**src/hw/rtl/i2c_target_message_buffer_core_macros.svh**
```systemverilog
// Assertion helpers shared by the message buffer RTL.
// All checks are clocked on aclk and are switched off while aresetn is low.
`ifndef I2C_TARGET_MESSAGE_BUFFER_CORE_MACROS_SVH
`define I2C_TARGET_MESSAGE_BUFFER_CORE_MACROS_SVH

// Condition that must hold at every clock edge.
`define IMB_ASSERT(label, cond, msg) \
    label: assert property (@(posedge aclk) disable iff (!aresetn) (cond)) else $error(msg);

// Implication checked in the same cycle.
`define IMB_ASSERT_IMP(label, ante, cons, msg) \
    label: assert property (@(posedge aclk) disable iff (!aresetn) (ante) |-> (cons)) \
        else $error(msg);

// Implication whose consequent is checked in the cycle after the antecedent.
`define IMB_ASSERT_NXT(label, ante, cons, msg) \
    label: assert property (@(posedge aclk) disable iff (!aresetn) (ante) |=> (cons)) \
        else $error(msg);

`endif

```
**src/hw/rtl/imb_pkg.sv**
```systemverilog
package imb_pkg;

    // Bus event / host request codes
    typedef enum logic [3:0] {
        MODE_READ_ADDR  = 4'd0,
        MODE_TX_ACK     = 4'd1,
        MODE_TX_NACK    = 4'd2,
        MODE_WRITE_ADDR = 4'd3,
        MODE_RX_DATA    = 4'd4,
        MODE_STOP       = 4'd5,
        MODE_ERROR      = 4'd6,
        MODE_HOST_WR    = 4'd7,
        MODE_HOST_RD    = 4'd8,
        MODE_SET_REPLY  = 4'd9
    } mode_t;

    typedef enum logic [1:0] {
        ST_OK      = 2'd0,
        ST_BUSY    = 2'd1,
        ST_PARTIAL = 2'd2,
        ST_ERROR   = 2'd3
    } status_t;

    localparam logic [7:0] FILLER_BYTE = 8'hFF;
    localparam int         QUEUE_DEPTH = 2;

    // Result of one transaction as decided by the front end; the buffer byte
    // (if any) is added in data.
    typedef struct packed {
        logic       tx_from_mem;
        logic       rd_from_mem;
        logic       ack_next;
        logic       busy;
        status_t    status;
        logic [7:0] error_code;
        logic       message_ready;
        logic [5:0] message_length;
        logic [7:0] data;
    } item_t;

endpackage

```
**src/hw/rtl/imb_front.sv**
```systemverilog
`include "i2c_target_message_buffer_core_macros.svh"

module imb_front #(
    parameter int BUFFER_SIZE = 32
) (
    input  logic            aclk,
    input  logic            aresetn,
    input  logic            in_valid,
    output logic            in_ready,
    input  imb_pkg::mode_t  mode,
    input  logic [7:0]      data_byte,
    input  logic [4:0]      host_index,
    input  logic [5:0]      reply_length,
    input  logic [7:0]      raw_code,
    output logic            out_valid,
    input  logic            out_ready,
    output imb_pkg::item_t  out_item
);
    import imb_pkg::*;

    localparam int IW = $clog2(BUFFER_SIZE + 1);
    localparam int AW = $clog2(BUFFER_SIZE);
    localparam int CW = ((IW > 6) ? IW : 6) + 1;
    localparam logic [CW-1:0] BS_C = CW'(BUFFER_SIZE);

    logic [IW-1:0] idx_reg, idx_next;
    logic [IW-1:0] reply_reg, reply_next;
    status_t       status_reg, status_next;
    logic [7:0]    error_reg, error_next;
    logic          busy_reg, busy_next;
    logic          st_valid_reg, st_valid_next;
    item_t         st_item_reg, st_item_next;
    logic [7:0]    rdata_reg;

    logic [7:0]    mem [BUFFER_SIZE];

    logic          accept;
    logic [IW-1:0] base_idx;
    logic          can_tx;
    logic [CW-1:0] hidx_c;
    logic          hidx_ok;
    logic          mem_we, mem_re;
    logic [AW-1:0] waddr, raddr;

    assign in_ready  = !st_valid_reg || out_ready;
    assign accept    = in_valid && in_ready;
    assign out_valid = st_valid_reg;

    always_comb begin
        out_item      = st_item_reg;
        out_item.data = rdata_reg;
    end

    assign base_idx = (mode == MODE_READ_ADDR) ? '0 : idx_reg;
    assign can_tx   = (CW'(base_idx) < CW'(reply_reg)) && (CW'(base_idx) < BS_C);
    assign hidx_c   = CW'(host_index);
    assign hidx_ok  = hidx_c < BS_C;

    always_comb begin
        idx_next    = idx_reg;
        reply_next  = reply_reg;
        status_next = status_reg;
        error_next  = error_reg;
        busy_next   = busy_reg;
        mem_we      = 1'b0;
        mem_re      = 1'b0;
        waddr       = idx_reg[AW-1:0];
        raddr       = base_idx[AW-1:0];
        st_item_next                = '0;
        st_item_next.ack_next       = 1'b1;

        unique case (mode)
            MODE_READ_ADDR, MODE_TX_ACK: begin
                status_next              = ST_BUSY;
                busy_next                = 1'b1;
                st_item_next.tx_from_mem = can_tx;
                mem_re                   = can_tx;
                idx_next                 = base_idx + IW'(can_tx);
            end
            MODE_TX_NACK: begin
                status_next = (idx_reg == reply_reg) ? ST_OK : ST_PARTIAL;
                busy_next   = 1'b0;
            end
            MODE_WRITE_ADDR: begin
                idx_next    = '0;
                status_next = ST_BUSY;
                busy_next   = 1'b1;
            end
            MODE_RX_DATA: begin
                if (CW'(idx_reg) < BS_C) begin
                    mem_we   = 1'b1;
                    idx_next = idx_reg + IW'(1);
                end
                // NACK once only one free slot remains
                st_item_next.ack_next = (CW'(idx_next) + CW'(1)) < BS_C;
            end
            MODE_STOP: begin
                st_item_next.message_ready  = 1'b1;
                st_item_next.message_length = 6'(CW'(idx_reg));
                busy_next                   = 1'b0;
                if (status_reg == ST_BUSY) begin
                    status_next = ST_OK;
                end
            end
            MODE_HOST_WR: begin
                mem_we = hidx_ok;
                waddr  = hidx_c[AW-1:0];
            end
            MODE_HOST_RD: begin
                mem_re                   = hidx_ok;
                st_item_next.rd_from_mem = hidx_ok;
                raddr                    = hidx_c[AW-1:0];
            end
            MODE_SET_REPLY: begin
                reply_next = (CW'(reply_length) > BS_C) ? IW'(BUFFER_SIZE)
                                                         : IW'(reply_length);
            end
            default: begin
                // error event and undefined codes
                busy_next   = 1'b0;
                status_next = ST_ERROR;
                error_next  = raw_code;
            end
        endcase

        st_item_next.busy       = busy_next;
        st_item_next.status     = status_next;
        st_item_next.error_code = error_next;
    end

    always_comb begin
        if (accept) begin
            st_valid_next = 1'b1;
        end else if (out_ready) begin
            st_valid_next = 1'b0;
        end else begin
            st_valid_next = st_valid_reg;
        end
    end

    always_ff @(posedge aclk) begin
        if (!aresetn) begin
            idx_reg      <= '0;
            reply_reg    <= '0;
            status_reg   <= ST_OK;
            error_reg    <= '0;
            busy_reg     <= 1'b0;
            st_valid_reg <= 1'b0;
        end else begin
            st_valid_reg <= st_valid_next;
            if (accept) begin
                idx_reg    <= idx_next;
                reply_reg  <= reply_next;
                status_reg <= status_next;
                error_reg  <= error_next;
                busy_reg   <= busy_next;
            end
        end
    end

    always_ff @(posedge aclk) begin
        if (accept) begin
            st_item_reg <= st_item_next;
        end
    end

    // Message buffer: one write and one registered read per transaction
    always_ff @(posedge aclk) begin
        if (accept && mem_we) begin
            mem[waddr] <= data_byte;
        end
        if (accept && mem_re) begin
            rdata_reg <= mem[raddr];
        end
    end

    `IMB_ASSERT(a_idx_range, CW'(idx_reg) <= BS_C, "buffer index beyond buffer size")
    `IMB_ASSERT(a_reply_range, CW'(reply_reg) <= BS_C, "reply size beyond buffer size")
    `IMB_ASSERT_IMP(a_busy_status, busy_reg, status_reg == ST_BUSY, "busy without busy status")
    `IMB_ASSERT_NXT(a_stage_hold, st_valid_reg && !out_ready, st_valid_reg && $stable(st_item_reg),
        "stalled front stage lost its transaction")

endmodule

```
**src/hw/rtl/imb_queue.sv**
```systemverilog
`include "i2c_target_message_buffer_core_macros.svh"

module imb_queue (
    input  logic            aclk,
    input  logic            aresetn,
    input  logic            push,
    output logic            can_push,
    input  imb_pkg::item_t  push_item,
    output logic            head_valid,
    input  logic            pop,
    output imb_pkg::item_t  head_item
);
    import imb_pkg::*;

    localparam int DEPTH = QUEUE_DEPTH;
    localparam int PW    = $clog2(DEPTH);
    localparam int CNTW  = $clog2(DEPTH + 1);

    item_t           slot_reg [DEPTH];
    logic [PW-1:0]   wr_ptr_reg, wr_ptr_next;
    logic [PW-1:0]   rd_ptr_reg, rd_ptr_next;
    logic [CNTW-1:0] count_reg, count_next;

    assign can_push   = count_reg != CNTW'(DEPTH);
    assign head_valid = count_reg != '0;
    assign head_item  = slot_reg[rd_ptr_reg];

    always_comb begin
        wr_ptr_next = wr_ptr_reg;
        rd_ptr_next = rd_ptr_reg;
        count_next  = count_reg;
        if (push) begin
            wr_ptr_next = (wr_ptr_reg == PW'(DEPTH - 1)) ? '0 : wr_ptr_reg + PW'(1);
        end
        if (pop) begin
            rd_ptr_next = (rd_ptr_reg == PW'(DEPTH - 1)) ? '0 : rd_ptr_reg + PW'(1);
        end
        if (push && !pop) begin
            count_next = count_reg + CNTW'(1);
        end else if (pop && !push) begin
            count_next = count_reg - CNTW'(1);
        end
    end

    always_ff @(posedge aclk) begin
        if (!aresetn) begin
            wr_ptr_reg <= '0;
            rd_ptr_reg <= '0;
            count_reg  <= '0;
        end else begin
            wr_ptr_reg <= wr_ptr_next;
            rd_ptr_reg <= rd_ptr_next;
            count_reg  <= count_next;
        end
    end

    always_ff @(posedge aclk) begin
        if (push) begin
            slot_reg[wr_ptr_reg] <= push_item;
        end
    end

    `IMB_ASSERT(a_no_overflow, !(push && !can_push), "push into full queue")
    `IMB_ASSERT(a_no_underflow, !(pop && !head_valid), "pop from empty queue")
    `IMB_ASSERT_NXT(a_count_hold, push && pop, $stable(count_reg), "count moved on push and pop")

endmodule

```
**src/hw/rtl/imb_back.sv**
```systemverilog
module imb_back (
    input  logic            aclk,
    input  logic            aresetn,
    input  logic            head_valid,
    output logic            pop,
    input  imb_pkg::item_t  head_item,
    output logic            m_tvalid,
    input  logic            m_tready,
    output logic [39:0]     m_tdata,
    output logic            m_tlast
);
    import imb_pkg::*;

    logic        out_valid_reg, out_valid_next;
    logic [7:0]  tx_reg, tx_next;
    logic [7:0]  rd_reg, rd_next;
    item_t       item_reg;

    assign pop = head_valid && (!out_valid_reg || m_tready);

    // Substitute the buffer byte or the idle values
    assign tx_next = head_item.tx_from_mem ? head_item.data : FILLER_BYTE;
    assign rd_next = head_item.rd_from_mem ? head_item.data : 8'h00;

    always_comb begin
        if (pop) begin
            out_valid_next = 1'b1;
        end else if (m_tready) begin
            out_valid_next = 1'b0;
        end else begin
            out_valid_next = out_valid_reg;
        end
    end

    always_ff @(posedge aclk) begin
        if (!aresetn) begin
            out_valid_reg <= 1'b0;
        end else begin
            out_valid_reg <= out_valid_next;
        end
    end

    always_ff @(posedge aclk) begin
        if (pop) begin
            item_reg <= head_item;
            tx_reg   <= tx_next;
            rd_reg   <= rd_next;
        end
    end

    assign m_tvalid = out_valid_reg;
    assign m_tlast  = item_reg.message_ready;
    assign m_tdata  = {6'b0, rd_reg, item_reg.message_length, item_reg.error_code,
                       item_reg.status, item_reg.busy, item_reg.ack_next, tx_reg};

endmodule

```
**src/hw/rtl/i2c_target_message_buffer_core.sv**
```systemverilog
// Message layer of an I2C target: one transaction on the s_ side carries one
// classified bus event or host request (kind in s_tuser), one transaction on
// the m_ side carries its result.
//  - s_ channel: s_tuser = mode; s_tdata = data byte, host index, reply
//    length and raw bus code.
//  - m_ channel: m_tdata = tx byte, ack/NACK decision, busy, status, error
//    code, message length and host read data; m_tlast marks a stop (message
//    ready).
// Throughput: one transaction per cycle in both directions while m_ is not
// stalled. The front end updates index, status and buffer in the accepting
// cycle and reads the buffer through a registered port, so every event sees
// the state left by the one before.
// Path: the result passes the front stage, the two-entry queue and the
// output register before it is offered on m_.
// Reset: index, reply length, error code and busy clear, status goes to ok.
// Buffer contents are not cleared; unwritten entries read as undefined.
// A stalled m_ side fills the output register and queue; s_tready then
// drops and nothing is lost.
module i2c_target_message_buffer_core #(
    parameter int BUFFER_SIZE = 32
) (
    input  logic        aclk,
    input  logic        aresetn,
    input  logic        s_tvalid,
    output logic        s_tready,
    input  logic [31:0] s_tdata,   // data_byte[7:0], host_index[12:8],
                                   // reply_length[18:13], raw_code[26:19]
    input  logic [3:0]  s_tuser,   // mode[3:0]
    output logic        m_tvalid,
    input  logic        m_tready,
    output logic [39:0] m_tdata,   // tx_byte[7:0], ack_next[8], busy_res[9],
                                   // status[11:10], error_code[19:12],
                                   // message_length[25:20], read_data[33:26]
    output logic        m_tlast    // message_ready
);
    import imb_pkg::*;

    logic  st_valid;
    logic  q_can_push;
    logic  q_head_valid;
    logic  q_pop;
    item_t st_item;
    item_t q_head_item;

    // Front end: classify the event, update state, access the buffer
    imb_front #(
        .BUFFER_SIZE (BUFFER_SIZE)
    ) u_front (
        .aclk         (aclk),
        .aresetn      (aresetn),
        .in_valid     (s_tvalid),
        .in_ready     (s_tready),
        .mode         (mode_t'(s_tuser)),
        .data_byte    (s_tdata[7:0]),
        .host_index   (s_tdata[12:8]),
        .reply_length (s_tdata[18:13]),
        .raw_code     (s_tdata[26:19]),
        .out_valid    (st_valid),
        .out_ready    (q_can_push),
        .out_item     (st_item)
    );

    // Decouples the front end from a stalling receiver
    imb_queue u_queue (
        .aclk       (aclk),
        .aresetn    (aresetn),
        .push       (st_valid && q_can_push),
        .can_push   (q_can_push),
        .push_item  (st_item),
        .head_valid (q_head_valid),
        .pop        (q_pop),
        .head_item  (q_head_item)
    );

    // Back end: final field formatting and output register
    imb_back u_back (
        .aclk       (aclk),
        .aresetn    (aresetn),
        .head_valid (q_head_valid),
        .pop        (q_pop),
        .head_item  (q_head_item),
        .m_tvalid   (m_tvalid),
        .m_tready   (m_tready),
        .m_tdata    (m_tdata),
        .m_tlast    (m_tlast)
    );

endmodule

```
**config.mk**
```make
export PLATFORM = sky130hd
export DESIGN_NAME = i2c_target_message_buffer_core
export DESIGN_NICKNAME = d
export VERILOG_FILES = /design/src/hw/rtl/imb_pkg.sv /design/src/hw/rtl/imb_front.sv /design/src/hw/rtl/imb_queue.sv /design/src/hw/rtl/imb_back.sv /design/src/hw/rtl/i2c_target_message_buffer_core.sv
export VERILOG_INCLUDE_DIRS = /design/src /design/src/hw/rtl
export SDC_FILE = /design/constraint.sdc
export NUM_CORES = 1
export LEC_CHECK = 0
export BUFFER_PORTS_ARGS = -buffer_cell sky130_fd_sc_hd__buf_2
export CORE_ASPECT_RATIO = 1.75
export CORE_MARGIN = 4
export CORE_UTILIZATION = 45
export CTS_CLUSTER_SIZE = 8
export DETAILED_ROUTE_END_ITERATION = 8
export GPL_TIMING_DRIVEN = 0
export PLACE_DENSITY = 0.61
export RECOVER_POWER = 100
export SLEW_MARGIN = 20
export SYNTH_ARGS = -nofsm -noshare
export SYNTH_HDL_FRONTEND = slang
export SYNTH_SLANG_ARGS = --single-unit
```
**constraint.sdc**
```tcl
create_clock -name aclk -period 3.5 [get_ports aclk]
set_clock_uncertainty 0.15 [all_clocks]
set_input_delay 0.525 -clock aclk [delete_from_list [all_inputs] [get_ports aclk]]
set_output_delay 0.525 -clock aclk [all_outputs]
set_load 0.05 [all_outputs]
```
==> results of run 1 <==
==> where the power goes <==
| group | switching [mW] | internal (mW) | leakage (nW) | total (mW) |
|---|---|---|---|---|
| clock network | 1.87 | 2.98 | 0.752 | 4.85 |
| registers | 0.0829 | 5.71 | 3.68 | 5.79 |
| logic | 1.17 | 0.415 | 2.60 | 1.59 |
==> repair_timing <==
item                                    in CTS  in global routing
resized for setup                            0                  5
buffers inserted                             0                  3
endpoints found under the setup margin       0                  2
==> cells in the mapped netlist (8+ instances only) <==
master,number,share of area (%)
and2_1,11,0.41
mux2i_1,133,8.0
dfxtp_1,30,3.6
buf_4,9,0.41
a32oi_1,8,0.42
a22oi_1,66,3.0
nand3_1,8,0.24
edfxtp_1,378,68
a21boi_0,9,0.41
nor4_2,9,0.68
mux2_2,29,2.0
nand2b_1,8,0.30
clkbuf_1,32,0.72
a21oi_1,43,1.3
o21ai_0,13,0.39
nor2_1,77,1.7
nor2b_1,16,0.60
a22o_1,8,0.42
nor3b_1,13,0.59
inv_1,22,0.50
buf_6,9,0.61
nand2_1,27,0.61
==> layout make-up <==
cell class	count	area (um2)	share of cell area (%)
clock buffers	91	1550	8.13
multi-input cells	566	4200	22.0
flip-flops and latches	408	12000	62.5
repair buffers	73	313	1.64
well taps	470	588	3.08
inverters	22	82.6	0.432
plain buffers	61	397	2.08
clock inverters	1	20.0	0.105
==> metrics by stage <==
| stage | hold WS (ps) | utilization (%) | cell area [um2] | total power [mW] |
|---|---|---|---|---|
| floorplan | 271 | - | 16600 | 7.08 |
| global route | 88.8 | 52.7 | 19100 | 12.6 |
| CTS | 82.4 | 52.9 | 19200 | 12.4 |
| detailed placement | 281 | 48.6 | 17600 | 7.57 |
| finish | 96.3 | 52.7 | 19100 | 12.2 |
| global placement | 273 | 48.4 | 17600 | 7.51 |
==> cells by family (layout without fill, tap and decap cells) <==
logic type	count (synthesis)	in the layout	share of synthesized area, %
flip-flops	408	408	72.0
AND/OR/NAND/NOR	198	198	6.32
AO/OA/AOI/OAI	179	179	7.55
multiplexers	162	162	9.99
buffers and inverters	83	248	2.86
XOR/XNOR	14	14	0.739
adder cells (fa/ha/maj)	7	7	0.528
other	1	6	0.0226
==> how the worst min path moves through the flow <==
stage                         endpoint  slack, ps            startpoint  cells past startpoint
5_1_grt              u_front.out_valid         90              s_tvalid                      3
4_1_cts              u_front.out_valid         80              s_tvalid                      3
3_3_place_gp   u_queue.slot_reg[1][17]        270  u_front.out_item[17]                      0
2_1_floorplan   u_queue.slot_reg[0][0]        270  u_front.rdata_reg[0]                      0
6_report             u_front.out_valid        100              s_tvalid                      3
3_5_place_dp    u_queue.slot_reg[0][1]        280  u_front.rdata_reg[1]                      0
==> worst max-delay path, delay by kind of cell <==
kind | cells | cell delay (ps)
buffers and inverters | 2 | 480
AOI/OAI and AO/OA | 1 | 320
and+or+nand+nor | 4 | 2030
==> routing by layer <==
layer,vias to the layer above,routed length [um],GRT usage (%)
met2,261,20600,35.6
li1,4338,-,-
met1,4591,13200,19.2
met5,-,0,0
met3,80,1510,2.70
met4,0,2000,9.86
==> results.py, run 1 <==
metrics = {
    "clock_network": {
        "clk_pin_slew_ps": 50,
        "cts_tree": "done",
        "clock_path_buffers": 3,
        "cts_made_buffers": 56,
        "clkSinkCount": 408,
        "cts_hold_buf": 0,
        "htree_levels": 2,
        "cts_root_buffer": "clkbuf_16",
        "insertion_delay_ps": 570,
    },
    "timing": {
        "slew_headroom_pct": -17.1,
        "maxSlewViolCount": 264,
        "setup_viol": 0,
        "rsz0062_at_grt": "yes",
        "worst_pin_slew_ps": 1760,
        "fin_crit_sh_pct": 95.5,
        "maxClockFrequency_mhz": 299,
        "setup_ws_ps": 156,
        "hold_viol": 0,
        "fin_crit_ps": 3340,
        "fin_setup_tns_ps": 0,
    },
    "setup_path": {
        "reg2reg_depth": 15,
        "worst_path_largest_cell_delay_ps": 840,
        "r2r_slack_ps": 170,
        "worstSetupEndpoint": "u_front.mem[24][0]",
        "critPathLaunch": "s_tuser[2]",
        "critical_path.max_fanout": 10,
        "r2r_start": "u_front.idx_reg[5]",
        "crit_path_start_kind": "input pin",
        "criticalPathCategory": "input pin to flop",
        "r2r-end": "u_front.idx_reg[2]",
        "worstPathRequired_ps": 3540,
        "crit_slowest_cell": "nor2_1",
        "crit_path_cell_trace": "buf_2, clkbuf_1, nand2b_1, or3_1, o32ai_1, nand3_1, nor2_1",
        "critPathArrivalTime_ps": 3380,
        "end_kind": "flop",
    },
    "floorplanning": {
        "ios": 83,
        "die_w_um": 153,
        "row_count": 92,
        "die_y_um": 262,
        "core_region_area_um2": 36300,
        "die_area_um2": 40100,
        "start_util_pct": 45.8,
    },
    "grt": {
        "globalRouteOverflowTotal": 0,
        "grt_use_total_pct": 18.5,
        "grt_max_degree": 33,
        "antenna_found_initial": 0,
        "grt_pass1_vias": 9704,
        "grt_pass1_wl_um": 56500,
    },
    "placed_design": {
        "dp_cells": 1597,
        "portBuffers": 68,
        "place_worst_setup_slack_ps": -542,
        "gp_congestion": 0.910,
        "hpwl_um": 25800,
    },
    "synth": {
        "synth_area_um2": 16600,
        "synth_seq_area_share_pct": 72.0,
        "yosysUniqueCellTypes": 58,
        "avgSynthCellArea_um2": 15.8,
        "syn_inst": 1052,
        "ys_ff_latch": 408,
        "synthFlopType": "edfxtp_1",
        "synth-edff-count": 378,
        "async_flop_share_pct": 0,
        "yosysWarnings": 0,
    },
    "final_layout": {
        "nets": 1235,
        "final_common_cell": "edfxtp_1",
        "fillers": 3046,
        "largest_register_ffs": 256,
        "instances_no_fill": 1692,
        "area_delta_synth_final_pct": 15.1,
        "num_antenna_cells": 0,
        "final_cell_mix": "378 x edfxtp_1, 133 x mux2i_1, 114 x clkbuf_1",
        "drive_gt1_share_pct": 11.9,
    },
    "route": {
        "ant_nets": 0,
        "viasPerCell": 5.48,
        "via_count": 9270,
        "drt_iter0_markers": 749,
        "dr.pass1.iters": 5,
        "post_drt_wl_per_cell_um": 22.1,
        "post-route-drc-count": 0,
        "drt_wl_total_um": 37300,
    },
    "power": {
        "cellPowerDensity_nw_per_um2": 640,
        "p_leak_nw": 7.03,
        "vdd_ir_drop_max_v": 0.000386,
    },
    "job": {
        "max_cap_viol_count": 10,
    },
    "min_path": {
        "worstHoldPathType": "input pin to flop",
    },
    "outcome": {
        "violations": "capacitance limit, slew limit",
        "status": "finished with violations",
    },
}
No activity file was read; power rests on OpenSTA's default activity.
==> run 2, diff against run 1 <==
--- a/config.mk
+++ b/config.mk
@@ -7,13 +7,15 @@
 export NUM_CORES = 1
 export LEC_CHECK = 0
 export BUFFER_PORTS_ARGS = -buffer_cell sky130_fd_sc_hd__buf_2
+export CELL_PAD_IN_SITES_DETAIL_PLACEMENT = 1
+export CELL_PAD_IN_SITES_GLOBAL_PLACEMENT = 2
 export CORE_ASPECT_RATIO = 1.75
 export CORE_MARGIN = 4
-export CORE_UTILIZATION = 45
+export CORE_UTILIZATION = 41
 export CTS_CLUSTER_SIZE = 8
 export DETAILED_ROUTE_END_ITERATION = 8
 export GPL_TIMING_DRIVEN = 0
-export PLACE_DENSITY = 0.61
+export PLACE_DENSITY = 0.73
 export RECOVER_POWER = 100
 export SLEW_MARGIN = 20
 export SYNTH_ARGS = -nofsm -noshare
==> run 2 against run 1 <==
Compared with the run above:
- total power up 0.16%
- sequential cell count stayed put
- global-route usage increased by 0.19 points
- routed wire length grew 9.3%
- the run still ends with capacitance limit, slew limit left
- largest power group unchanged
- largest cell class unchanged
- sequential share of layout area down 0.20 points
- critical path depth stayed put
- sequential power hardly changed
- critical endpoint is now u_front.mem[24][5]
==> results.py, run 2 (synthesis results as in run 1) <==
metrics = {
    "grt": {
        "grt_pass1_vias": 10164,
        "grt_pass1_wl_um": 61600,
        "grt_use_total_pct": 18.7,
        "antenna_found_initial": 0,
        "gr-max-usage-layer": "met2",
        "grt_util_met2_pct": 37.3,
        "grt_max_degree": 33,
        "use_met3_pct": 2.50,
        "grt_use_met1_pct": 18.9,
        "globalRouteOverflowTotal": 0,
    },
    "clock_network": {
        "insertion_delay_ps": 580,
        "cts_tree": "done",
        "cts_made_buffers": 56,
        "clkSinkCount": 408,
        "htree_levels": 2,
        "cts_root_buffer": "clkbuf_16",
        "clock_path_buffers": 3,
        "clk_pin_slew_ps": 50,
    },
    "power": {
        "p_int_mw": 9.10,
        "p_total_mw": 12.3,
        "p_leak_nw": 7.12,
        "pwr-share-comb_pct": 13.4,
        "vdd_ir_drop_max_v": 0.000368,
        "switching_share_pct": 25.8,
        "clockPowerShare_pct": 39.3,
        "cellPowerDensity_nw_per_um2": 639,
        "power.switching_mw": 3.16,
        "seq_power_share_pct": 47.3,
    },
    "floorplanning": {
        "die_y_um": 274,
        "die_w_um": 160,
        "row_count": 97,
        "ios": 83,
        "core_region_area_um2": 40100,
        "start_util_pct": 41.4,
        "die_area_um2": 43900,
    },
    "setup_path": {
        "crit_path_cell_trace": "buf_2, clkbuf_1, nand2b_1, or3_1, o32ai_1, nand3_1, nor2_1",
        "crit_buf_inv": 2,
        "worst_path_largest_cell_delay_ps": 840,
        "worstPathRequired_ps": 3550,
        "critPathArrivalTime_ps": 3480,
        "crit_family": "simple AND/OR/NAND/NOR gates",
        "end_kind": "flop",
        "reg2reg_depth": 7,
        "r2r-end": "u_front.rdata_reg[4]",
        "crit_slowest_cell": "nor2_1",
        "critical_path.max_fanout": 10,
        "r2r_slack_ps": 110,
        "crit_path_start_kind": "input pin",
        "r2r_start": "u_front.idx_reg[0]",
        "criticalPathCategory": "input pin to flop",
    },
    "route": {
        "dr.pass1.iters": 4,
        "viasPerCell": 5.39,
        "ant_nets": 0,
        "post-route-drc-count": 0,
        "post_drt_wl_per_cell_um": 23.9,
        "via_count": 9197,
        "drt_iter0_markers": 489,
        "drt_wl_total_um": 40800,
    },
    "timing": {
        "maxSlewViolCount": 294,
        "maxClockFrequency_mhz": 292,
        "hold_viol": 0,
        "rsz0062_at_grt": "yes",
        "holdWs_ps": 107,
        "fin_crit_sh_pct": 97.7,
        "fin_crit_ps": 3420,
        "setup_viol": 0,
        "slew_headroom_pct": -18.8,
        "worst_pin_slew_ps": 1780,
        "fin_setup_tns_ps": 0,
    },
    "final_layout": {
        "num_antenna_cells": 0,
        "area_delta_synth_final_pct": 15.5,
        "drive_gt1_share_pct": 15.9,
        "final_common_cell": "edfxtp_1",
        "largest_register_ffs": 256,
        "nets": 1235,
        "stdcell_area_um2": 19200,
        "final_cell_mix": "378 x edfxtp_1, 133 x mux2i_1, 75 x nor2_1",
    },
    "min_path": {
        "hold_depth": 3,
        "holdPathEnd": "u_front.out_valid",
        "worstHoldPathType": "input pin to flop",
        "min_from": "s_tvalid",
    },
    "placed_design": {
        "hpwl_um": 29000,
        "placed_area_um2": 17700,
        "gp_congestion": 0.852,
        "portBuffers": 68,
    },
    "outcome": {
        "status": "finished with violations",
        "violations": "capacitance limit, slew limit",
    },
    "job": {
        "max_cap_viol_count": 10,
    },
}
[run 2: changes by cell type in the layout (fill, tap and decap cells not counted), sizes merged]
cell / previous run / this run
clkbuf: 175 / 122
buf: 50 / 91
clkinv: 0 / 1
[run 2: routing by layer]
| metal | share of wire, % | wire, um |
|---|---|---|
| met4 | 4.5 | 1840 |
| met2 | 57 | 23200 |
| met1 | 35 | 14500 |
| met5 | 0 | 0 |
| met3 | 3.0 | 1240 |
[run 2: cell type report]
class	instances	area, um2
multi-input combinational	566	4210
clock buffer	79	1510
tap	495	619
timing repair buffer	74	364
buffer	60	393
fill	3917	20900
clock inverter	2	38.8
inverter	22	82.6
sequential	408	12000
[run 2: what timing repair did]
| item | in CTS | in global routing |
|---|---|---|
| setup buffers | 3 | 0 |
| pin swaps | 1 | 0 |
| gates resized for setup | 1 | 5 |
| hold buffers | 0 | 0 |
| endpoints found under the setup margin | 1 | 29 |
| hold endpoints to repair | 0 | 0 |
[run 2: power by group through the flow]
stage | clock network [mW] | registers [mW] | logic [mW]
floorplan | 0 | 6.37 | 0.708
global placement | 0 | 5.88 | 1.65
detailed placement | 0 | 5.88 | 1.73
CTS | 4.93 | 5.78 | 1.73
global route | 5.13 | 5.82 | 1.76
finish | 4.81 | 5.79 | 1.65
[run 2: worst max-delay path by stage]
stage	startpoint	to	slack, ps	cells after the start
2_1_floorplan	u_back.m_tvalid	u_queue.count_reg[1]	40	6
3_5_place_dp	s_tuser[3]	u_front.idx_reg[2]	-710	16
4_1_cts	s_tuser[2]	u_front.rdata_reg[4]	70	9
3_3_place_gp	m_tready	u_queue.count_reg[1]	-760	7
5_1_grt	s_tuser[2]	u_front.mem[24][5]	-20	7
6_report	s_tuser[2]	u_front.mem[24][5]	80	7
[run 2: metrics by stage]
step | std cells | setup slack, ps | utilization [%]
floorplan | 1057 | 41.6 | -
global placement | 1620 | -758 | 43.9
detailed placement | 1623 | -709 | 44.1
CTS | 1707 | 67.5 | 48.0
global route | 1706 | -24.5 | 47.9
finish | 1706 | 79.0 | 47.9
[run 2: tightest hold or removal path, stage by stage]
cell and delay, ps:
buf_2 120, inv_1 50, a21boi_0 70
